## src/rtl/core/csim_pkg.sv

```systemverilog
// Shared types and constants for the cosine similarity stream block.
`timescale 1ns / 1ps
`default_nettype none
package csim_pkg;
    localparam int MAX_ELEMENTS = 512;
    localparam int FEAT_W       = 16;
    localparam int CNT_W        = 11;
    localparam int PROD_W       = 32;
    localparam int SQ_W         = 31;
    localparam int DOT_W        = 42;
    localparam int NORM_W       = 41;
    localparam int RAD_W        = 2 * NORM_W;
    localparam int ROOT_W       = NORM_W;
    localparam int REM_W        = ROOT_W + 3;
    localparam int NUM_W        = DOT_W + 15;
    localparam int SQRT_STEPS   = RAD_W / 2;
    localparam int DIV_STEPS    = NUM_W;
    localparam int STEP_W       = 6;
    localparam int Q_DEPTH      = 4;
    localparam int Q_AW         = 2;

    typedef struct packed {
        logic [DOT_W-1:0]  dot;
        logic [NORM_W-1:0] norm_a;
        logic [NORM_W-1:0] norm_b;
        logic              ovf;
    } t_job;

    typedef struct packed {
        logic empty;
        logic full;
        logic room;
    } t_qstat;
endpackage
`default_nettype wire

```

## src/rtl/core/csim_front.sv

```systemverilog
// Front end: accepts element pairs, forms products and accumulates per vector.
`timescale 1ns / 1ps
`default_nettype none
module csim_front (
    input  wire logic                                i_clk,
    input  wire logic                                i_rst_n,
    input  wire logic                                i_valid,
    output logic                                     o_ready,
    input  wire logic signed [csim_pkg::FEAT_W-1:0]  i_feat_a,
    input  wire logic signed [csim_pkg::FEAT_W-1:0]  i_feat_b,
    input  wire logic                                i_last_element,
    input  wire csim_pkg::t_qstat                    i_qstat,
    output logic                                     o_push,
    output csim_pkg::t_job                           o_job
);
    logic                                  w_acc;
    logic                                  w_keep;
    logic [csim_pkg::CNT_W-1:0]            r_count;
    logic                                  r_ovf;
    logic                                  r_s1_valid;
    logic                                  r_s1_last;
    logic                                  r_s1_keep;
    logic                                  r_s1_ovf;
    logic signed [csim_pkg::PROD_W-1:0]    r_pab;
    logic [csim_pkg::SQ_W-1:0]             r_paa;
    logic [csim_pkg::SQ_W-1:0]             r_pbb;
    logic signed [csim_pkg::PROD_W-1:0]    w_paa;
    logic signed [csim_pkg::PROD_W-1:0]    w_pbb;
    logic [csim_pkg::DOT_W-1:0]            r_dot;
    logic [csim_pkg::NORM_W-1:0]           r_na;
    logic [csim_pkg::NORM_W-1:0]           r_nb;
    logic [csim_pkg::DOT_W-1:0]            n_dot;
    logic [csim_pkg::NORM_W-1:0]           n_na;
    logic [csim_pkg::NORM_W-1:0]           n_nb;

    // at most one word in flight behind the queue, so keep one slot spare
    assign o_ready = i_qstat.room;
    assign w_acc   = i_valid && o_ready;
    assign w_keep  = r_count < csim_pkg::CNT_W'(csim_pkg::MAX_ELEMENTS);
    assign w_paa   = i_feat_a * i_feat_a;
    assign w_pbb   = i_feat_b * i_feat_b;

    always_comb begin
        n_dot = r_dot;
        n_na  = r_na;
        n_nb  = r_nb;
        if (r_s1_keep) begin
            n_dot = r_dot + csim_pkg::DOT_W'(r_pab);
            n_na  = r_na + csim_pkg::NORM_W'(r_paa);
            n_nb  = r_nb + csim_pkg::NORM_W'(r_pbb);
        end
    end

    assign o_push        = r_s1_valid && r_s1_last;
    assign o_job.dot     = n_dot;
    assign o_job.norm_a  = n_na;
    assign o_job.norm_b  = n_nb;
    assign o_job.ovf     = r_s1_ovf;

    always_ff @(posedge i_clk) begin
        if (!i_rst_n) begin
            r_count    <= '0;
            r_ovf      <= 1'b0;
            r_s1_valid <= 1'b0;
            r_s1_last  <= 1'b0;
            r_s1_keep  <= 1'b0;
            r_s1_ovf   <= 1'b0;
            r_dot      <= '0;
            r_na       <= '0;
            r_nb       <= '0;
        end else begin
            r_s1_valid <= w_acc;
            r_s1_last  <= w_acc && i_last_element;
            r_s1_keep  <= w_acc && w_keep;
            r_s1_ovf   <= r_ovf || !w_keep;
            if (w_acc) begin
                if (i_last_element) begin
                    r_count <= '0;
                    r_ovf   <= 1'b0;
                end else if (w_keep) begin
                    r_count <= r_count + 1'b1;
                end else begin
                    r_ovf <= 1'b1;
                end
            end
            if (o_push) begin
                r_dot <= '0;
                r_na  <= '0;
                r_nb  <= '0;
            end else begin
                r_dot <= n_dot;
                r_na  <= n_na;
                r_nb  <= n_nb;
            end
        end
    end

    always_ff @(posedge i_clk) begin
        r_pab <= i_feat_a * i_feat_b;
        r_paa <= w_paa[csim_pkg::SQ_W-1:0];
        r_pbb <= w_pbb[csim_pkg::SQ_W-1:0];
    end
endmodule
`default_nettype wire

```

## config.mk

```make
export PLATFORM = sky130hd
export DESIGN_NAME = csim_front
export DESIGN_NICKNAME = d
export VERILOG_FILES = /design/src/rtl/core/csim_pkg.sv /design/src/rtl/core/csim_front.sv
export SDC_FILE = /design/constraint.sdc
export NUM_CORES = 2
export LEC_CHECK = 0
export ABC_AREA = 1
export ABC_CLOCK_PERIOD_IN_PS = 12850
export BUFFER_PORTS_ARGS = -buffer_cell sky130_fd_sc_hd__buf_2
export CORE_MARGIN = 2
export CORE_UTILIZATION = 54
export DETAILED_ROUTE_END_ITERATION = 10
export PLACE_DENSITY = 0.71
export SLEW_MARGIN = 20
export SYNTH_ARGS = -nofsm -noshare
export SYNTH_HDL_FRONTEND = slang
export SYNTH_SLANG_ARGS = --single-unit
```

## constraint.sdc

```tcl
create_clock -name i_clk -period 12.85 [get_ports i_clk]
set_input_delay 1.9275 -clock i_clk [delete_from_list [all_inputs] [get_ports i_clk]]
set_output_delay 1.9275 -clock i_clk [all_outputs]
set_load 0.1 [all_outputs]
```

==> flow_results.org <==
** Global route
- Overall global routing resource usage :: 28.3%
- The initial antenna violation count is 2.
- Largest net degree at the start of global routing :: 83
- The number of global-route vias before repair came to 36894.
- Overflow after GRT :: 0
- The first global-routing pass estimated 189000 um of wire.

** Run
- The tool flagged a number of max-cap violations equal to 0.

** Clocking
- Clock slew at the register clock pins of the worst setup and hold paths :: 60 ps
- Number of sinks driven by the clock tree :: 232
- Clock tree root driver cell :: clkbuf_16
- In this run, post-CTS repair resized a total of 0 instances.
- After clock tree synthesis, the flow added hold-fix buffers numbering 0.
- Total setup buffers inserted after CTS :: 0
- TritonCTS built the clock tree.
- Clock latency of the later-clocked register in the worst-skew pair :: 580 ps
- In this run, CTS created clock tree buffers numbering 28.
- In this run the number of H-tree levels came out at 1.
- No sink is reached through more buffers than the 3 on the longest clock path.

** Yosys
- After synthesis, the netlist uses 53 different library cells.
- The synthesized design devotes to its leading area cell type 32.8% of total area.
- Summed over all instances, the cell type with the most area after synthesis is fa_1.
- The synthesized netlist occupies a cell area of 43900 um2.
- Predominant post-synthesis flop cell :: dfxtp_1
- Mapped Avg Cell Area :: 7.27 um2
- Flip-flop and latch count after synthesis :: 232
- By count the netlist is led by inv_1 (1610), nand2_1 (1474), fa_1 (720), nor2_1 (386), ha_1 (361).
- EDFF count, synth :: 0
- Ranked by total cell area, the synthesized netlist is headed by fa_1 (33%), inv_1 (14%), nand2_1 (13%).
- In the synthesized netlist the async set-or-reset flop fraction comes to 0%.
- Number of synthesis warnings :: 0
- Sequential cell area fraction in the yosys report :: 10.6%
- Among all cell types in the netlist, the one instantiated most often is inv_1.
- Cells after synthesis :: 6045
- Number of nets in the synthesized netlist :: 7165

** STA
- Setup repair after global routing left no endpoint under its margin.
- Setup TNS after final layout :: 0 ps
- Maximum clock frequency :: 126 MHz
- Measured against its own limit, the worst slew margin works out to 33.0%.
- Final cycle utilization of the critical path :: 61.9%
- Setup violations remaining at the end of the flow were counted as 0.
- The total count of max-transition violations in the final report came to 0.
- The routed design could run at a clock period as short as 7960 ps.
- The worst path meets setup with 4890 ps of slack.
- For the pin with the worst max-slew slack, the measured transition is 1010 ps.
- Worst Skew :: 20.3 ps
- The number of hold violations in the final report came to 0.

** Detailed routing
- The count of nets left with antenna violations once routing finished came out at 0.
- Detailed-route via count :: 36843
- Dividing the detail-routed wire length by the instance count gives 16.2 um.
- Routed Wire Length :: 116000 um
- For this block, the initial DRC count from the detailed router was 2559.
- Vias/cell :: 5.13
- First-pass detailed-route iteration total :: 6
- DRC viols :: 0

** Place
- At the end of routability-driven placement, the weighted congestion stood at 0.986.
- Setup WS pre-CTS :: 4550 ps
- HPWL after detailed placement :: 94800 um
- Buffers added on ports :: 163

** Setup path
- Reg2reg setup slack :: 10230 ps
- Startpoint type of the worst setup path :: input port
- Cell mode on critical path :: fa_1
- The largest individual stage delay along the critical path comes from the cell nor4_1.
- By startpoint and endpoint, the worst setup path is classified as in2reg.
- The worst register-to-register path begins at r_dot[0]$_SDFF_PP0_.
- For this run, the slowest stage of the critical path takes 710 ps.
- The number of buffers and inverters on the critical path is 4.
- Capture instance of the worst register-to-register path :: r_dot[28]$_SDFF_PP0_
- In this run the worst path has a maximum fanout of 38.
- Critical path required time :: 13290 ps
- Cell Chain, Critical Path :: buf_2, clkinv_1, nor2_1, xnor2_1, ha_1, a31o_2, fa_1, fa_1, fa_1, fa_1, inv_1, fa_1, inv_1, ha_1, nand2_1, nor4_1, nand4_1, o2111ai_1, nand2_1
- Counting cells, the worst reg-to-reg path comes to 15.
- Kind of cell adding the most delay to the critical path :: adder cells
- CP endpoint kind :: flop
- CP Data Arrival Time :: 8400 ps

** Die
- Chip height :: 289 um
- The initialized floorplan defines 104 standard-cell rows.
- The core region is 80500 um2.
- Die area :: 83600 um2
- The die is 289 um wide.
- Initial standard-cell utilization of the core :: 54.5%
- During I/O placement, the number of pins put on the boundary was 166.

** Outcome
- The run finished with clean final reports.

** Min path
- The startpoint identified for the worst hold timing path is r_ovf$_SDFFE_PN0P_.
- The worst hold path passes through 2 cells.
- Type of the worst min-delay path :: reg2reg
- Worst-case hold path end point :: r_ovf$_SDFFE_PN0P_

** Layout
- Proportion of layout cells with a drive suffix above 1 :: 6.00%
- Final #Nets :: 7213
- Area grow syn2layout :: 5.79%
==> per-layer routing <==
| layer | global-route usage (%) | wire (um) | vias to the layer above |
|---|---|---|---|
| met4 | 6.57 | 2440 | 0 |
| li1 | - | - | 17917 |
| met1 | 41.1 | 53200 | 17613 |
| met5 | 0 | 0 | - |
| met2 | 46.3 | 53000 | 1158 |
| met3 | 2.17 | 7340 | 155 |
==> final cells by class <==
class                      instances  area [um2]
fill                            7793       34100
multi-input combinational       4044       32600
inverter                        1614        6060
sequential                       232        4650
tap                             1060        1330
timing repair buffer             173         891
clock buffer                      33         761
clock inverter                    17         145
antenna                            2        5.00
==> tightest hold or removal path: cells and delay by family, from the launching register on <==
| family | cells | cell delay [ps] |
|---|---|---|
| AOI/OAI and AO/OA | 1 | 60 |
| buffers and inverters | 1 | 70 |
| DFF | 1 | 300 |
==> state kept, by name (all words and copies together) (netlist names), 11 cells and up <==
name / cells
r_pbb: 30
r_count: 11
r_paa: 30
r_pab: 32
r_dot: 42
r_nb: 41
r_na: 41
==> per-stage QoR <==
step           cell area [um2]  hold WS [ps]  instances  util, %
2_1_floorplan            43900           436       6045        -
3_3_place_gp             45600           458       7123     56.6
3_5_place_dp             45600           460       7123     56.6
4_1_cts                  46500           469       7173     57.7
5_1_grt                  46500           496       7175     57.7
6_report                 46500           474       7175     57.7
==> cell families after synthesis <==
family	synth area share (%)
buffers and inverters	15.1
AND/OR/NAND/NOR	22.0
AO/OA/AOI/OAI	6.31
flip-flops	10.6
adder cells (fa/ha/maj)	43.1
XOR/XNOR	2.91
==> worst max-delay path by stage <==
stage	start	to	cells after the start
finish	i_feat_a[15]	r_paa[29]$_DFF_P_	19
global route	i_feat_a[15]	r_paa[29]$_DFF_P_	20
CTS	i_feat_a[15]	r_paa[29]$_DFF_P_	19
detailed placement	i_feat_a[15]	r_paa[29]$_DFF_P_	19
global placement	i_feat_a[15]	r_paa[29]$_DFF_P_	19
floorplan	i_feat_a[15]	r_pab[29]$_DFF_P_	22
==> layout by cell type (no fill, tap or decap), drive strengths merged <==
master	count
nand4	38
dfxtp	232
ha	361
a221oi	2
xnor2	61
and3	4
diode	2
buf	173
a21o	15
xor2	85
nor2b	1
nand2b	2
nor4	13
nand3b	4
a31oi	2
a21oi	244
nand2	1504
o211a	1
bufinv	1
o21a	4
nor2	402
inv	1617
o21ai	159
a211oi	6
clkinv	9
and2	1
a31o	7
o211ai	9
nor3b	8
o2111ai	2
a21boi	11
clkinvlp	4
fa	720
o21bai	31
nand3	252
or2	58
nor3	37
clkbuf	33
Power is left out: the tool's default activity adds up to more than one toggle a clock period on the data nets, which glitch-free logic cannot reach.
