<file path="src/rtl/core/csim_pkg.sv">
// Shared types and constants for the cosine similarity stream block.
`timescale 1ns / 1ps
`default_nettype none
package csim_pkg;
    localparam int MAX_ELEMENTS = 512;
    localparam int FEAT_W       = 16;
    localparam int CNT_W        = 11;
    localparam int PROD_W       = 32;
    localparam int SQ_W         = 31;
    localparam int DOT_W        = 42;
    localparam int NORM_W       = 41;
    localparam int RAD_W        = 2 * NORM_W;
    localparam int ROOT_W       = NORM_W;
    localparam int REM_W        = ROOT_W + 3;
    localparam int NUM_W        = DOT_W + 15;
    localparam int SQRT_STEPS   = RAD_W / 2;
    localparam int DIV_STEPS    = NUM_W;
    localparam int STEP_W       = 6;
    localparam int Q_DEPTH      = 4;
    localparam int Q_AW         = 2;

    typedef struct packed {
        logic [DOT_W-1:0]  dot;
        logic [NORM_W-1:0] norm_a;
        logic [NORM_W-1:0] norm_b;
        logic              ovf;
    } t_job;

    typedef struct packed {
        logic empty;
        logic full;
        logic room;
    } t_qstat;
endpackage
`default_nettype wire

</file>
<file path="src/rtl/core/csim_back.sv">
// Back end: norm product, integer square root, division, clamp, result register.
`timescale 1ns / 1ps
`default_nettype none
module csim_back (
    input  wire logic                                i_clk,
    input  wire logic                                i_rst_n,
    input  wire csim_pkg::t_job                      i_job,
    input  wire csim_pkg::t_qstat                    i_qstat,
    output logic                                     o_pop,
    output logic                                     o_valid,
    input  wire logic                                i_ready,
    output logic signed [csim_pkg::FEAT_W-1:0]       o_similarity,
    output logic                                     o_zero_norm,
    output logic                                     o_length_overflow
);
    typedef enum logic [2:0] {
        S_IDLE,
        S_MUL,
        S_SQRT,
        S_DIV,
        S_DONE
    } t_state;

    t_state                          r_state;
    logic [csim_pkg::STEP_W-1:0]     r_cnt;
    logic                            r_neg;
    logic                            r_zero;
    logic                            r_ovf;
    logic [csim_pkg::DOT_W-1:0]      r_mag;
    logic [csim_pkg::NORM_W-1:0]     r_na;
    logic [csim_pkg::NORM_W-1:0]     r_nb;
    logic [63:0]                     r_pp;
    logic [1:0]                      r_pp_sh;
    logic [csim_pkg::RAD_W-1:0]      r_prod;
    logic [csim_pkg::ROOT_W-1:0]     r_root;
    logic [csim_pkg::REM_W-1:0]      r_rem;
    logic [csim_pkg::NUM_W-1:0]      r_num;
    logic [csim_pkg::DOT_W-1:0]      r_drem;
    logic [csim_pkg::NUM_W-1:0]      r_quot;
    logic                            r_out_valid;
    logic [csim_pkg::FEAT_W-1:0]     r_out_sim;
    logic                            r_out_zero;
    logic                            r_out_ovf;

    logic [31:0]                     w_op_a;
    logic [31:0]                     w_op_b;
    logic [1:0]                      w_sh;
    logic [csim_pkg::RAD_W-1:0]      w_pp_ext;
    logic [csim_pkg::REM_W-1:0]      w_rem_sh;
    logic [csim_pkg::REM_W-1:0]      w_trial;
    logic                            w_sq_ge;
    logic [csim_pkg::DOT_W-1:0]      w_drem_sh;
    logic                            w_dv_ge;
    logic [csim_pkg::FEAT_W-1:0]     w_sim;
    logic                            w_load;

    // partial products of the 41x41 norm product, operands split at bit 32
    always_comb begin
        case (r_cnt[1:0])
            2'd0: begin
                w_op_a = r_na[31:0];
                w_op_b = r_nb[31:0];
                w_sh   = 2'd0;
            end
            2'd1: begin
                w_op_a = r_na[31:0];
                w_op_b = 32'(r_nb[csim_pkg::NORM_W-1:32]);
                w_sh   = 2'd1;
            end
            2'd2: begin
                w_op_a = 32'(r_na[csim_pkg::NORM_W-1:32]);
                w_op_b = r_nb[31:0];
                w_sh   = 2'd1;
            end
            default: begin
                w_op_a = 32'(r_na[csim_pkg::NORM_W-1:32]);
                w_op_b = 32'(r_nb[csim_pkg::NORM_W-1:32]);
                w_sh   = 2'd2;
            end
        endcase
    end

    assign w_pp_ext  = csim_pkg::RAD_W'(r_pp) << {r_pp_sh, 5'd0};
    assign w_rem_sh  = {r_rem[csim_pkg::REM_W-3:0],
                        r_prod[csim_pkg::RAD_W-1:csim_pkg::RAD_W-2]};
    assign w_trial   = {1'b0, r_root, 2'b01};
    assign w_sq_ge   = w_rem_sh >= w_trial;
    assign w_drem_sh = {r_drem[csim_pkg::DOT_W-2:0], r_num[csim_pkg::NUM_W-1]};
    assign w_dv_ge   = w_drem_sh >= csim_pkg::DOT_W'(r_root);

    always_comb begin
        if (r_zero) begin
            w_sim = '0;
        end else if (r_neg) begin
            if ((|r_quot[csim_pkg::NUM_W-1:16]) || (r_quot[15] && (|r_quot[14:0]))) begin
                w_sim = 16'h8000;
            end else begin
                w_sim = ~r_quot[15:0] + 16'd1;
            end
        end else if (|r_quot[csim_pkg::NUM_W-1:15]) begin
            w_sim = 16'h7fff;
        end else begin
            w_sim = {1'b0, r_quot[14:0]};
        end
    end

    assign o_pop  = (r_state == S_IDLE) && !i_qstat.empty;
    assign w_load = (r_state == S_DONE) && (!r_out_valid || i_ready);

    always_ff @(posedge i_clk) begin
        if (!i_rst_n) begin
            r_state     <= S_IDLE;
            r_cnt       <= '0;
            r_out_valid <= 1'b0;
        end else begin
            case (r_state)
                S_IDLE: begin
                    if (o_pop) begin
                        r_neg <= i_job.dot[csim_pkg::DOT_W-1];
                        r_mag <= i_job.dot[csim_pkg::DOT_W-1] ? (~i_job.dot + 1'b1)
                                                              : i_job.dot;
                        r_na   <= i_job.norm_a;
                        r_nb   <= i_job.norm_b;
                        r_ovf  <= i_job.ovf;
                        r_zero <= (i_job.norm_a == '0) || (i_job.norm_b == '0);
                        r_prod <= '0;
                        r_cnt  <= '0;
                        if ((i_job.norm_a == '0) || (i_job.norm_b == '0)) begin
                            r_state <= S_DONE;
                        end else begin
                            r_state <= S_MUL;
                        end
                    end
                end
                S_MUL: begin
                    if (r_cnt < csim_pkg::STEP_W'(4)) begin
                        r_pp    <= w_op_a * w_op_b;
                        r_pp_sh <= w_sh;
                    end
                    if (r_cnt != '0) begin
                        r_prod <= r_prod + w_pp_ext;
                    end
                    if (r_cnt == csim_pkg::STEP_W'(4)) begin
                        r_cnt   <= '0;
                        r_root  <= '0;
                        r_rem   <= '0;
                        r_state <= S_SQRT;
                    end else begin
                        r_cnt <= r_cnt + 1'b1;
                    end
                end
                S_SQRT: begin
                    r_prod <= r_prod << 2;
                    r_rem  <= w_sq_ge ? (w_rem_sh - w_trial) : w_rem_sh;
                    r_root <= {r_root[csim_pkg::ROOT_W-2:0], w_sq_ge};
                    if (r_cnt == csim_pkg::STEP_W'(csim_pkg::SQRT_STEPS - 1)) begin
                        r_cnt   <= '0;
                        r_num   <= {r_mag, 15'd0};
                        r_drem  <= '0;
                        r_quot  <= '0;
                        r_state <= S_DIV;
                    end else begin
                        r_cnt <= r_cnt + 1'b1;
                    end
                end
                S_DIV: begin
                    r_num  <= r_num << 1;
                    r_drem <= w_dv_ge ? (w_drem_sh - csim_pkg::DOT_W'(r_root)) : w_drem_sh;
                    r_quot <= {r_quot[csim_pkg::NUM_W-2:0], w_dv_ge};
                    if (r_cnt == csim_pkg::STEP_W'(csim_pkg::DIV_STEPS - 1)) begin
                        r_cnt   <= '0;
                        r_state <= S_DONE;
                    end else begin
                        r_cnt <= r_cnt + 1'b1;
                    end
                end
                S_DONE: begin
                    if (w_load) begin
                        r_state <= S_IDLE;
                    end
                end
                default: begin
                    r_state <= S_IDLE;
                end
            endcase
            if (w_load) begin
                r_out_valid <= 1'b1;
                r_out_sim   <= w_sim;
                r_out_zero  <= r_zero;
                r_out_ovf   <= r_ovf;
            end else if (i_ready) begin
                r_out_valid <= 1'b0;
            end
        end
    end

    assign o_valid           = r_out_valid;
    assign o_similarity      = r_out_sim;
    assign o_zero_norm       = r_out_zero;
    assign o_length_overflow = r_out_ovf;
endmodule
`default_nettype wire

</file>
<file path="config.mk">
export PLATFORM = sky130hd
export DESIGN_NAME = csim_back
export DESIGN_NICKNAME = d
export VERILOG_FILES = /design/src/rtl/core/csim_pkg.sv /design/src/rtl/core/csim_back.sv
export SDC_FILE = /design/constraint.sdc
export NUM_CORES = 2
export LEC_CHECK = 0
export BUFFER_PORTS_ARGS = -buffer_cell sky130_fd_sc_hd__buf_4
export CORE_MARGIN = 2
export CORE_UTILIZATION = 47
export CTS_BUF_LIST = sky130_fd_sc_hd__clkbuf_8
export CTS_CLUSTER_DIAMETER = 40
export DETAILED_ROUTE_END_ITERATION = 8
export PLACE_DENSITY = 0.72
export SYNTH_ARGS = -nofsm -noshare
export SYNTH_HDL_FRONTEND = slang
export SYNTH_SLANG_ARGS = --single-unit
</file>
<file path="constraint.sdc">
create_clock -name i_clk -period 9.5 [get_ports i_clk]
set_input_delay 0.475 -clock i_clk [delete_from_list [all_inputs] [get_ports i_clk]]
set_output_delay 0.475 -clock i_clk [all_outputs]
set_load 0.01 [all_outputs]
</file>
==> results.md <==
- Routed wire per std cell: 21.35 um
- Arrival @ worst endpoint: 9.81 ns
- Worst-margin pin slew: 1.030 ns
- Die Area: 138,000 um2
- Post-synth top flop: edfxtp_1
- TritonCTS clock tree: done
- Post-synth EDFFs: 516
- Clk_lat worst skew: 0.82 ns
- CP peak stage delay: 0.63 ns
- Highest routed metal layer: met4
- Setup crit end kind: flop
- Final ANT Viol Nets: 0
- Synth Cell Area: 63,470 um2
- Status: completed
- Reg2reg setup slack: 0.31 ns
- IO buf count: 148
- Final Skew: 0.07953 ns
- CP Max Fanout: 18
- Vias in the first global route: 51,864
- Initial Util: 47.44%
- Fin crit period: 9.194 ns
- Rel. slew slack: 29.40%
- Vias per inst: 5.624
- Slew Limit Fails: 0
- # nets final: 8,549
- Async SR Flop Fraction: 0%
- CP Class: reg2reg
- Clk buf depth: 3
- GRT overflow: 0
- Fill cells: 12,116
- Crit share post-route: 96.78%
- Largest net degree at the start of global routing: 77
- CP Capture Point: r_pp[63]
- R2R depth: 31
- Total number of vias: 50,247
- Die Ht: 371.5 um
- Net count after synthesis: 8,266
- DP Worst Slack: -0.04934 ns
- Mapped Cells: 6,803
- Reg-to-reg endpoint: r_pp[63]
- Clock Sinks: 526
- Yosys warning count: 0
- DRT Wirelength: 190.8 mm
- Placed cell areas: 67,640 um2
- I/O pin count: 151
- MaxCap Viol Count: 0
- Setup TNS: 0 ns
- Post-synthesis sequential area ratio: 24.73%
- TritonCTS Buffers: 99
- Placer's final routability congestion estimate: 1.014
- H-tree levels: 3
- Synth Register Bits: 526
- Wire length on met2: 87.53 mm
- Critical Path Most Common Cell: fa_1
- GRT Total Usage: 27.84%
- Hpwl dp: 151.8 mm
- Max Clock Freq: 0.1088 GHz
- Hold crit path type: in2reg
- Yosys cell types: 77
- Initial DRC Count: 4,262
- Hold Violations, Final: 0
- Util after Layout: 53.09%
- Startpoint types: flop
- Post-route DRC violation count: 0
- CP startpoint: r_cnt[1]
- RSZ-0062 raised after global routing: false
- PnR worst setup slack: 0.3057 ns
- Required time worst endpoint: 10.12 ns
- Hold Startpoint: i_job[94]
- Layout cell share with drive strength beyond 1: 8.780%
- Met3 WL post-DR: 16.70 mm
- Design Area, Final: 71,030 um2
- Syn avg cell area: 9.329 um2
- Core area: 133,800 um2
- Final setup viols: 0
- M1 WL: 75.82 mm
- Rows: 134
- Die W: 371.5 um
- Crit-path slowest cell: fa_1
- Root Buffer: clkbuf_8
- P&R area growth vs syn: 11.92%
- Reg clk slew, reported paths: 0.06 ns
- Worst reg2reg path startpoint: r_cnt[1]
- Initial antenna violation count: 1
- First-pass GRT wire length: 296.0 mm
- Drt pass-1 iters: 8
-- sequential cells by signal, summed over array words and instances, names as in the netlist, 2 cells and up --
name	cells
r_nb	41
r_pp_sh	2
r_prod	82
r_na	41
o_similarity	16
r_num	42
r_rem	42
r_state	3
r_cnt	6
r_quot	57
r_pp	64
r_mag	42
r_drem	41
r_root	41
-- placed cells by master, fill, tap and decap left out, types with 27 or more instances in the layout --
cell type         n
xor2_1           88
nor2_1          855
edfxtp_1        516
and3_1           76
and2_1           88
xnor2_1         164
nand2_1         898
nand4_1          58
inv_1          1005
fa_1            898
a21o_1          130
buf_4           389
nor3_1           42
ha_1            431
a31oi_1          31
clkbuf_8         99
a21oi_1         278
nand3_1          63
mux2i_1         100
a22o_1           27
o21ai_0         218
o21a_1           33
nor2b_1          33
or3_1            27
nor4_1           43
o21bai_1         43
dlygate4sd3_1   120
-- worst max-delay path, delay by kind of cell (launching register included) --
| kind | cells | cell delay [ns] |
|---|---|---|
| adder cells (fa/ha/maj) | 10 | 4.75 |
| AO/OA/AOI/OAI | 9 | 1.61 |
| buffers and inverters | 8 | 1.19 |
| AND/OR/NAND/NOR | 4 | 1.11 |
| flip-flops | 1 | 0.37 |
-- layer usage --
metal | up-vias | global-route usage (%)
met5 | - | 0
met4 | 0 | 13.22
met3 | 500 | 6.536
met2 | 2194 | 44.82
met1 | 24861 | 35.46
li1 | 22692 | -
-- what timing repair did --
action | 4_1_cts | 5_1_grt
endpoints found under the setup margin | 1 | 10
resized for setup | 2 | 21
hold buffers | 120 | 0
pin swaps | 0 | 2
endpoints found under the hold margin | 126 | 0
buffers inserted | 0 | 1
gates cloned | 0 | 1
-- cells in the mapped netlist, drive strengths merged, types with 58 or more instances --
| cell type | instances | area [um2] |
|---|---|---|
| edfxtp | 516 | 15490 |
| o21ai | 220 | 1112 |
| mux2i | 116 | 1161 |
| and2 | 94 | 588.1 |
| fa | 898 | 17980 |
| and3 | 78 | 489.2 |
| ha | 434 | 5430 |
| xor2 | 88 | 770.7 |
| a21o | 130 | 975.9 |
| nand4 | 58 | 362.9 |
| inv | 983 | 3690 |
| xnor2 | 164 | 1436 |
| nand3 | 64 | 325.3 |
| a21oi | 280 | 1401 |
| clkbuf | 320 | 1201 |
| nor2 | 862 | 3236 |
| nand2 | 902 | 3386 |
-- final cells by class --
type / instances / area [um2] / share of cell area [%]
Multi-Input combinational cell: 4954 / 42990 / 60.52
Clock inverter: 80 / 700.7 / 0.9864
Tap cell: 1768 / 2212 / 3.114
Antenna cell: 3 / 7.507 / 0.01057
Timing Repair Buffer: 522 / 4374 / 6.158
Clock buffer: 99 / 1363 / 1.918
Sequential cell: 526 / 15700 / 22.10
Inverter: 983 / 3690 / 5.195
-- through the flow --
stage                     hold WS (ns)  instances
after floorplan                 0.4003       6803
after global placement          0.4028       8630
after detailed placement        0.4054       8630
after CTS                     0.005047       8929
after global routing           0.02108       8933
final                          0.06917       8935
-- cell families (layout without fill, tap and decap cells) --
family                     count (synthesis)  after routing  synth area share, %
xor gates and xnor gates                 252            252                3.478
adders and majority gates               1332           1332                36.88
DFF                                      526            526                24.73
muxes                                    116            116                1.829
AOI/OAI and AO/OA                        956            956                9.544
buffers and inverters                   1324           1684                7.850
other                                      0              3                    0
and+or+nand+nor                         2297           2298                15.69
-- worst min path at each step --
stage	to	slack, ns	cells past startpoint
3_5_place_dp	o_length_overflow	0.41	0
4_1_cts	r_mag[11]	0.005	2
3_3_place_gp	o_length_overflow	0.40	0
6_report	r_mag[11]	0.07	2
2_1_floorplan	o_length_overflow	0.40	0
5_1_grt	r_mag[11]	0.02	2
Power is left out: the tool's default activity adds up to more than one toggle a clock period on the data nets, which glitch-free logic cannot reach.
