==> config.mk <==
export PLATFORM = sky130hd
export DESIGN_NAME = csim_queue
export DESIGN_NICKNAME = d
export VERILOG_FILES = /design/src/rtl/core/csim_pkg.sv /design/src/rtl/core/csim_queue.sv
export SDC_FILE = /design/constraint.sdc
export NUM_CORES = 1
export LEC_CHECK = 0
export BUFFER_PORTS_ARGS = -buffer_cell sky130_fd_sc_hd__buf_4
export CAP_MARGIN = 0
export CORE_AREA = 5 5 196 179
export DETAILED_ROUTE_END_ITERATION = 12
export DIE_AREA = 0 0 201 184
export GPL_TIMING_DRIVEN = 1
export PLACE_DENSITY = 0.79
export SLEW_MARGIN = 20
export SYNTH_ARGS = -nofsm -noshare
export SYNTH_HDL_FRONTEND = slang
export SYNTH_SLANG_ARGS = --single-unit
==> constraint.sdc <==
create_clock -name i_clk -period 5.7 [get_ports i_clk]
set_clock_uncertainty 0.15 [all_clocks]
set_input_delay 0.285 -clock i_clk [delete_from_list [all_inputs] [get_ports i_clk]]
set_output_delay 0.285 -clock i_clk [all_outputs]
set_load 0.01 [all_outputs]
==> src/rtl/core/csim_pkg.sv <==
// Shared types and constants for the cosine similarity stream block.
`timescale 1ns / 1ps
`default_nettype none
package csim_pkg;
    localparam int MAX_ELEMENTS = 512;
    localparam int FEAT_W       = 16;
    localparam int CNT_W        = 11;
    localparam int PROD_W       = 32;
    localparam int SQ_W         = 31;
    localparam int DOT_W        = 42;
    localparam int NORM_W       = 41;
    localparam int RAD_W        = 2 * NORM_W;
    localparam int ROOT_W       = NORM_W;
    localparam int REM_W        = ROOT_W + 3;
    localparam int NUM_W        = DOT_W + 15;
    localparam int SQRT_STEPS   = RAD_W / 2;
    localparam int DIV_STEPS    = NUM_W;
    localparam int STEP_W       = 6;
    localparam int Q_DEPTH      = 4;
    localparam int Q_AW         = 2;

    typedef struct packed {
        logic [DOT_W-1:0]  dot;
        logic [NORM_W-1:0] norm_a;
        logic [NORM_W-1:0] norm_b;
        logic              ovf;
    } t_job;

    typedef struct packed {
        logic empty;
        logic full;
        logic room;
    } t_qstat;
endpackage
`default_nettype wire

==> src/rtl/core/csim_queue.sv <==
// Short queue of finished vector sums between front and back.
`timescale 1ns / 1ps
`default_nettype none
module csim_queue (
    input  wire logic              i_clk,
    input  wire logic              i_rst_n,
    input  wire logic              i_push,
    input  wire csim_pkg::t_job    i_job,
    input  wire logic              i_pop,
    output csim_pkg::t_job         o_job,
    output csim_pkg::t_qstat       o_qstat
);
    csim_pkg::t_job               r_mem [csim_pkg::Q_DEPTH];
    logic [csim_pkg::Q_AW-1:0]    r_wp;
    logic [csim_pkg::Q_AW-1:0]    r_rp;
    logic [csim_pkg::Q_AW:0]      r_cnt;
    logic                         w_pop;

    assign o_job         = r_mem[r_rp];
    assign o_qstat.empty = r_cnt == '0;
    assign o_qstat.full  = r_cnt == (csim_pkg::Q_AW+1)'(csim_pkg::Q_DEPTH);
    assign o_qstat.room  = r_cnt < (csim_pkg::Q_AW+1)'(csim_pkg::Q_DEPTH - 1);
    assign w_pop         = i_pop && !o_qstat.empty;

    always_ff @(posedge i_clk) begin
        if (!i_rst_n) begin
            r_wp  <= '0;
            r_rp  <= '0;
            r_cnt <= '0;
        end else begin
            if (i_push) begin
                r_wp <= r_wp + 1'b1;
            end
            if (w_pop) begin
                r_rp <= r_rp + 1'b1;
            end
            if (i_push && !w_pop) begin
                r_cnt <= r_cnt + 1'b1;
            end else if (w_pop && !i_push) begin
                r_cnt <= r_cnt - 1'b1;
            end
        end
    end

    always_ff @(posedge i_clk) begin
        if (i_push) begin
            r_mem[r_wp] <= i_job;
        end
    end
endmodule
`default_nettype wire

==> flow_summary.ini, run 1 <==
[timing]
fin_crit_sh = 0.587
hold_violations = 0
drv_slew = 0
rsz0062_at_grt = false
setup_tns_ns = 0
min_period_ns = 3.35
slew_headroom = 0.261
setup_viol = 0
fmax_ghz = 0.299
worst_slew_pin_slew_ns = 1.11

[final_layout]
ff_latch_area_um2 = 15200
fin_cells = 1574
drive_above_1_share = 0.405
multiInputGateArea_um2 = 3090
final.fill_count = 1772
area_delta_synth_final_pct = 28.0
nNetsFinal = 1249

[worst_setup_path]
crit_chain = buf_4, mux4_2, buf_4
startpoint_type = flip-flop
critPathMaxStageDelay_ns = 0.85
r2r-start = r_wp[0]
critPathRequiredTime_ns = 5.27
cpMaxStageDelayCell = dfxtp_4
cp_top_family = flip-flops
critPathArrivalTime_ns = 2.91
cp_common_cell = buf_4
critPathKind = flip-flop to output port
crit_path_max_fanout = 39
cp-end-kind = output port
path_buf_inv = 2

[grt]
grt.overflow.total = 0
grt.total_usage = 0.214
grt_pass1_wl_um = 60100
grt_pass1_vias = 9706
grt_max_degree = 70
grt_antenna_before_repair = 3

[power_and_ir_drop]
power.share.clock = 0.315
p_comb_frac = 0.224
power.density_nw_per_um2 = 412
switching_share = 0.250
p_leak_uw = 0.00803
p_int_uw = 7300
irDropWorstVdd_mv = 0.343
p_seq_frac = 0.461
power.switching_uw = 2430

[synth]
syn_nets = 832
ys_types = 22
syn_inst = 697
yosys.cell_count.top_type = edfxtp_1
yosys-top-cells-area = edfxtp_1 81%, mux4_2 15%, dfxtp_1 0.98%
synth_top_area_share = 0.813
ys_ff_latch = 509
synth_area_um2 = 18500
avgSynthCellArea_um2 = 26.5
synth_largest_area_cell = edfxtp_1
yosysWarnings = 0
synth_common_cells = 500 x edfxtp_1, 125 x mux4_2, 14 x buf_2
synth.yosys.seq_area_share = 0.823
synth_ff_type = edfxtp_1
synth-edff-count = 500
synthArstFlopShare = 0

[route]
wirelength_um = 39300
dr.pass1.iters = 7
wl_per_cell_um = 25.0
vias = 8937
route.detailed.drc = 0
first_iter_violations = 650
via_per_inst = 5.68
ant_nets = 0

[clock_network]
root_buffer = clkbuf_16
cts_buffers = 48
cts_sinks = 509
clk_pin_slew_worst_paths_ns = 0.06
clock_latency_ns = 0.54
cts_tree = built
htree_levels = 2
clockBufferDepth = 3
ctsHoldBuffers = 127
postCtsSetupRepairBufs = 0
ctsResizeCount = 0

[die]
num_rows = 63
ios = 257
fp.dieArea_um2 = 37000
core-area_um2 = 32700
start_util = 0.564
die_width_um = 201
die_h_um = 184

[status]
outcome = completed

[place]
dp_cells = 1359
hpwlAfterDp_um = 20800
gp_congestion = 0.717
port_buffers = 256

[worst_hold_path]
hp-start = i_pop
hold_path_class = input pin to flip-flop

[flow_run]
max-cap-violations = 0
## per-stage QoR
stage / total power [uW] / area, um2 / util / setup WS (ns) / hold slack, ns
after floorplan: 5780 / 18500 / - / 1.64 / 0.234
after global placement: 6650 / 20900 / 0.638 / 2.85 / 0.334
final: 9730 / 23600 / 0.723 / 2.35 / 0.0885
after detailed placement: 6680 / 20900 / 0.638 / 2.85 / 0.337
after CTS: 9810 / 23600 / 0.723 / 2.26 / 0.0609
after global routing: 10100 / 23600 / 0.723 / 2.07 / 0.112
## power by group through the flow
| stage | sequential, uW | combinational [uW] | clock, uW |
|---|---|---|---|
| finish | 4490 | 2180 | 3060 |
| global route | 4520 | 2330 | 3290 |
| detailed placement | 4570 | 2110 | 0 |
| floorplan | 4450 | 1330 | 0 |
| CTS | 4500 | 2200 | 3110 |
| global placement | 4560 | 2080 | 0 |
## worst reg2reg max path, delay by kind of cell, from the launching register on
kind | cells | cell delay, ns
buf+inv | 2 | 0.82
flops | 1 | 0.34
simple gates | 1 | 0.74
fa+ha+maj | 1 | 0.14
## final timing paths
| check | to | slack (ns) | cells past startpoint |
|---|---|---|---|
| worst max register to register | r_mem[0][14] | 3.10 | 4 |
| worst min register to register | r_cnt[2] | 0.42 | 2 |
| worst max-delay path | o_job[110] | 2.35 | 3 |
| worst min-delay path | r_rp[0] | 0.09 | 4 |
## state kept, by name, indices dropped and copies added, names as in the netlist, named ones only
signal  cells
r_rp        2
r_cnt       3
r_mem     500
r_wp        2
## cells by family (layout without fill, tap and decap cells)
kind of cell / count (synthesis) / in the layout / synth area share
AOI/OAI and AO/OA: 5 / 5 / 0.00183
other: 0 / 1 / 0
and+or+nand+nor: 14 / 14 / 0.00474
xor gates and xnor gates: 5 / 5 / 0.00237
DFF: 509 / 509 / 0.823
muxes: 127 / 127 / 0.154
buffers and inverters: 31 / 485 / 0.0101
adders and majority gates: 6 / 6 / 0.00447
## layout by cell type (no fill, tap or decap), drive strengths merged
cell,count
edfxtp,500
buf,268
dlygate4sd3,127
mux4,125
clkbuf,59
clkinv,23
dfxtp,9
and2,9
ha,5
bufinv,4
inv,3
xnor2,3
mux2i,2
nor2b,2
xor2,2
diode,1
o31ai,1
nor3,1
nor3b,1
a21oi,1
o311ai,1
o21ai,1
or3,1
a21boi,1
fa,1
clkinvlp,1
## area by class of cell
type,count,area share
Sequential cell,509,0.643
Timing Repair Buffer,395,0.139
Multi-Input combinational cell,157,0.131
Clock buffer,59,0.0539
Tap cell,422,0.0223
Clock inverter,28,0.00984
Inverter,3,0.000476
Antenna cell,1,0.000106
## routing by layer
layer	track usage	share of wire	vias up
li1	-	-	3852
met1	0.286	0.38	4616
met2	0.358	0.52	405
met3	0.0616	0.085	60
met4	0.0506	0.020	4
met5	0	0.00053	-
Note: power is estimated with default switching activity, not from simulation.
==> run 2: changes to the inputs <==
--- a/config.mk
+++ b/config.mk
@@ -7,11 +7,11 @@
 export LEC_CHECK = 0
 export BUFFER_PORTS_ARGS = -buffer_cell sky130_fd_sc_hd__buf_4
 export CAP_MARGIN = 0
-export CORE_AREA = 5 5 196 179
+export CORE_AREA = 5 5 207 189
 export DETAILED_ROUTE_END_ITERATION = 12
-export DIE_AREA = 0 0 201 184
+export DIE_AREA = 0 0 212 194
 export GPL_TIMING_DRIVEN = 1
-export PLACE_DENSITY = 0.79
+export PLACE_DENSITY = 0.74
 export SLEW_MARGIN = 20
 export SYNTH_ARGS = -nofsm -noshare
 export SYNTH_HDL_FRONTEND = slang
==> constraint.sdc (replaced) <==
create_clock -name i_clk -period 2.8 [get_ports i_clk]
set_clock_uncertainty 0.15 [all_clocks]
set_input_delay 0.14 -clock i_clk [delete_from_list [all_inputs] [get_ports i_clk]]
set_output_delay 0.14 -clock i_clk [all_outputs]
set_load 0.01 [all_outputs]
==> run 2 against run 1 <==
Die area increased by 11%. Largest power group unchanged. Final cell count increased by 5.5%. Non-clock buffer count increased by 24. Largest cell class unchanged.
==> flow_summary.ini, run 2 (same netlist as run 1, synthesis figures left out) <==
[status]
outcome = completed

[final_layout]
reg_top3 = r_mem x500, r_cnt x3
layout_commonest_cell = edfxtp_1
fin_cells = 1660
final.fill_count = 2303
nNetsFinal = 1274
diodes = 0
multiInputGateArea_um2 = 3090
ff_latch_area_um2 = 15200
drive_above_1_share = 0.413
area_delta_synth_final_pct = 30.8
mostFrequentLayoutCells = 500 x edfxtp_1, 268 x buf_4, 129 x dlygate4sd3_1
top_register = r_mem
largest_register_ffs = 500

[worst_setup_path]
critPathArrivalTime_ns = 2.31
startpoint_type = flip-flop
critPathRequiredTime_ns = 2.51
crit_path_max_fanout = 21
cp-end-kind = output port
cpMaxStageDelayCell = dfxtp_4
critPathKind = flip-flop to output port
crit_chain = buf_12, mux4_2, buf_4
critPathMaxStageDelay_ns = 0.75

[clock_network]
ctsHoldBuffers = 129
ctsResizeCount = 0
cts_buffers = 49
cts_sinks = 509
root_buffer = clkbuf_16
clockBufferDepth = 3
clk_pin_slew_worst_paths_ns = 0.06
htree_levels = 2
cts_tree = built
clock_latency_ns = 0.55
postCtsSetupRepairBufs = 0

[route]
first_iter_violations = 537
wl_per_cell_um = 22.9
via_per_inst = 5.37
vias = 8907
wirelength_um = 38100
dr.pass1.iters = 5
route.detailed.drc = 0
ant_nets = 0

[timing]
setup_viol = 0
rsz0062_at_grt = false
fmax_ghz = 0.384
worst_slew_pin_slew_ns = 0.611
whs_ns = 0.169
min_period_ns = 2.60
drv_slew = 0
setup_tns_ns = 0
slew_headroom = 0.593
fin_crit_sh = 0.930
hold_violations = 0
fin_ws_ns = 0.195

[power_and_ir_drop]
p_leak_uw = 0.00820
irDropWorstVdd_mv = 0.610
power.switching_uw = 5010
totalPowerFinal_uw = 20100
p_seq_frac = 0.451
power.share.clock = 0.308
p_int_uw = 15100
switching_share = 0.250
power.density_nw_per_um2 = 831
p_comb_frac = 0.242

[die]
core-area_um2 = 36800
start_util = 0.502
num_rows = 67
fp.dieArea_um2 = 41100
die_h_um = 194
ios = 257
die_width_um = 212

[place]
port_buffers = 256
hpwlAfterDp_um = 22400
gp_congestion = 0.710
dpl_worst_slack_ns = 0.432
dp_cells = 1442

[grt]
grt_max_degree = 59
grt.total_usage = 0.185
grt_pass1_vias = 9948
grt.overflow.total = 0
grt_pass1_wl_um = 58500
grt_antenna_before_repair = 1

[flow_run]
max-cap-violations = 0

[worst_hold_path]
hold_path_class = input pin to flip-flop
## run 2: cell count changes in the layout (fill, tap and decap cells not counted)
cell,before,now
clkbuf_8,1,0
buf_12,1,22
clkinv_1,11,9
clkinvlp_4,1,3
clkbuf_1,9,15
inv_6,0,2
buf_4,267,268
dlygate4sd3_1,127,129
bufinv_16,4,2
diode_2,1,0
clkinv_2,11,6
clkbuf_16,49,51
## run 2: per-layer routing
metal / up-vias / track usage / part of all wire
met5: - / 0 / 0.00032
met4: 2 / 0.0487 / 0.020
met3: 57 / 0.0479 / 0.078
met2: 318 / 0.311 / 0.50
met1: 4625 / 0.245 / 0.40
li1: 3905 / - / -
## run 2: critical path: cells and delay by family (launching register included)
| kind | cells | cell delay [ns] |
|---|---|---|
| DFF | 1 | 0.75 |
| muxes | 1 | 0.56 |
| buffers and inverters | 2 | 0.44 |
## run 2: path summary, 6_finish.rpt
check	startpoint	endpoint	slack (ns)	cells after the start
worst max-delay path	flip-flop	o_job[46]	0.20	3
worst min register to register	r_wp[1]	r_wp[1]	0.41	2
worst min-delay path	i_job[88]	r_mem[0][88]	0.17	2
worst max register to register	r_cnt[0]	r_cnt[2]	0.41	7
## run 2: power groups by stage
stage	combinational (uW)	clock (uW)	sequential, uW
after detailed placement	4750	0	9210
after CTS	4940	6300	9050
after global routing	5180	6680	9080
final	4850	6170	9040
after global placement	4720	0	9180
after floorplan	2710	0	9030
## run 2: final cells by class
type                            instances  area share
Sequential cell                       509       0.629
Timing Repair Buffer                  419       0.155
Multi-Input combinational cell        157       0.128
Clock buffer                           66      0.0552
Tap cell                              483      0.0250
Clock inverter                         23     0.00715
Inverter                                3    0.000466
## run 2: through the flow
| stage | util | area, um2 |
|---|---|---|
| 2_1_floorplan | - | 18500 |
| 3_3_place_gp | 0.580 | 21400 |
| 3_5_place_dp | 0.580 | 21400 |
| 4_1_cts | 0.656 | 24200 |
| 5_1_grt | 0.656 | 24200 |
| 6_report | 0.656 | 24200 |
==> run 3: changes to the inputs <==
--- a/config.mk
+++ b/config.mk
@@ -5,13 +5,15 @@
 export SDC_FILE = /design/constraint.sdc
 export NUM_CORES = 1
 export LEC_CHECK = 0
+export ABC_AREA = 1
 export BUFFER_PORTS_ARGS = -buffer_cell sky130_fd_sc_hd__buf_4
 export CAP_MARGIN = 0
-export CORE_AREA = 5 5 207 189
+export CORE_AREA = 5 5 208 190
 export DETAILED_ROUTE_END_ITERATION = 12
-export DIE_AREA = 0 0 212 194
+export DIE_AREA = 0 0 213 195
 export GPL_TIMING_DRIVEN = 1
-export PLACE_DENSITY = 0.74
+export PLACE_DENSITY = 0.75
+export SKIP_CTS_REPAIR_TIMING = 1
 export SLEW_MARGIN = 20
 export SYNTH_ARGS = -nofsm -noshare
 export SYNTH_HDL_FRONTEND = slang
==> run 3 against run 2 <==
Flip-flop and latch count unchanged. Setup slack improved by 0.080 ns. Critical path type unchanged. Sequential share of layout area decreased by 0.55 points.
==> flow_summary.ini, run 3 <==
[final_layout]
area_delta_synth_final_pct = 28.1
drive_above_1_share = 0.219
multiInputGateArea_um2 = 3220
reg_top3 = r_mem x500, r_cnt x3
fin_util = 0.659
nNetsFinal = 1791
ff_latch_area_um2 = 15200
mostFrequentLayoutCells = 500 x edfxtp_1, 265 x buf_4, 255 x nor2_1
largest_register_ffs = 500
layout_commonest_cell = edfxtp_1
stdcell_area_um2 = 24400
final.fill_count = 2457
top_register = r_mem

[clock_network]
clock_latency_ns = 0.57
clk_pin_slew_worst_paths_ns = 0.06
cts_sinks = 509
clockBufferDepth = 3
cts_buffers = 50
cts_tree = built
root_buffer = clkbuf_16
htree_levels = 2

[route]
ant_nets = 0
vias = 12000
route.detailed.drc = 0
first_iter_violations = 920
via_per_inst = 5.52
wirelength_um = 43400
dr.pass1.iters = 5
wl_per_cell_um = 19.9

[synth]
syn_nets = 1409
synth.yosys.seq_area_share = 0.799
yosys.cell_count.top_type = edfxtp_1
synth_area_um2 = 19000
ys_ff_latch = 509
yosysWarnings = 0
synth_common_cells = 500 x edfxtp_1, 255 x nor2_1, 215 x o21ai_0
yosys-top-cells-area = edfxtp_1 79%, o21ai_0 5.7%, nor2_1 5.0%
synth_largest_area_cell = edfxtp_1
synthArstFlopShare = 0
synth_top_area_share = 0.789
synth_ff_type = edfxtp_1
synth-edff-count = 500
ys_types = 21
avgSynthCellArea_um2 = 14.9
syn_inst = 1274

[timing]
setup_viol = 0
slew_headroom = 0.574
whs_ns = 0.156
fin_crit_sh = 0.902
fmax_ghz = 0.396
worst_slew_pin_slew_ns = 0.639
rsz0062_at_grt = false
drv_slew = 0
hold_violations = 0
min_period_ns = 2.52

[power_and_ir_drop]
p_leak_uw = 0.00859
power.share.clock = 0.335
power.switching_uw = 5210
p_comb_frac = 0.210
p_int_uw = 14200
irDropWorstVdd_mv = 0.750
switching_share = 0.268
power.density_nw_per_um2 = 797
p_seq_frac = 0.455

[worst_setup_path]
crit_chain = inv_8, buf_4, o21ai_0, o22ai_1, buf_4
crit_path_max_fanout = 87
critPathRequiredTime_ns = 2.51
critPathKind = flip-flop to output port
r2r-start = r_cnt[0]
cpMaxStageDelayCell = inv_8
cp-end-kind = output port
critPathArrivalTime_ns = 2.23
cp_common_cell = buf_4
startpoint_type = flip-flop
critPathMaxStageDelay_ns = 0.39

[place]
dpl_cell_area_um2 = 21500
gp_congestion = 0.780
port_buffers = 256
hpwlAfterDp_um = 23700

[grt]
grt_max_degree = 137
grt.overflow.total = 0
grt_pass1_vias = 11400
grt_pass1_wl_um = 63000
grt_antenna_before_repair = 3
grt.total_usage = 0.193

[die]
num_rows = 67
die_width_um = 213
ios = 257
start_util = 0.515
core-area_um2 = 37000
fp.dieArea_um2 = 41500
die_h_um = 195

[status]
outcome = completed

[flow_run]
max-cap-violations = 0

[worst_hold_path]
hp-start = i_job[1]
hold_path_class = input pin to flip-flop
-- run 3: cell count changes after synthesis, moves of 16 or more --
cell / delta
nor2_1: +255
o21ai_0: +214
mux4_2: -125
o22ai_1: +125
o21ai_1: +39
clkbuf_1: +31
buf_6: +16
-- run 3: per-stage QoR --
step / TNS, ns / power [uW] / worst slack [ns] / std cells
after global placement: 0 / 12800 / 0.860 / 1958
after detailed placement: 0 / 12900 / 0.835 / 1958
after floorplan: -90.33 / 11200 / -0.192 / 1274
final: 0 / 19400 / 0.276 / 2183
after CTS: 0 / 19400 / 0.271 / 2049
after global routing: 0 / 20300 / 0.158 / 2181
-- run 3: final cells by class --
type / count / share of cell area
Inverter: 17 / 0.00359
Antenna cell: 5 / 0.000513
Tap cell: 483 / 0.0248
Timing Repair Buffer: 412 / 0.149
Clock buffer: 64 / 0.0561
Sequential cell: 509 / 0.624
Clock inverter: 27 / 0.00970
Multi-Input combinational cell: 666 / 0.132
-- run 3: per-layer routing --
metal	vias up	wire, um	global-route usage
li1	5586	-	-
met1	5895	17800	0.262
met2	496	20900	0.300
met3	66	3980	0.0600
met4	0	795	0.0638
met5	-	0	0
-- run 3: worst paths after layout --
kind | end | slack [ns] | depth (start not counted)
setup reg to reg | r_cnt[1] | 0.28 | 9
hold / removal | r_mem[2][1] | 0.16 | 2
hold reg to reg | r_wp[1] | 0.35 | 2
setup / recovery | o_job[12] | 0.28 | 5
-- run 3: worst max-delay path: cells and delay by family, from the launching register on --
kind            cells  cell delay (ns)
compound gates      2             0.35
buf+inv             3             0.90
flops               1             0.38
-- run 3: power groups by stage --
stage | combinational [uW] | clock (uW) | sequential (uW)
after global placement | 3820 | 0 | 8980
after floorplan | 2180 | 0 | 8980
after global routing | 4440 | 6960 | 8860
after CTS | 3930 | 6630 | 8840
final | 4080 | 6510 | 8840
after detailed placement | 3900 | 0 | 9000
-- run 3: kinds of logic (layout without fill, tap and decap cells) --
logic type               Yosys count  count (layout)  synth area share
flip-flops                       509             509             0.799
AO/OA/AOI/OAI                    386             386             0.110
AND/OR/NAND/NOR                  274             274            0.0543
buffers and inverters             99             520            0.0328
adder cells (fa/ha/maj)            6               6           0.00434
other                              0               5                 0
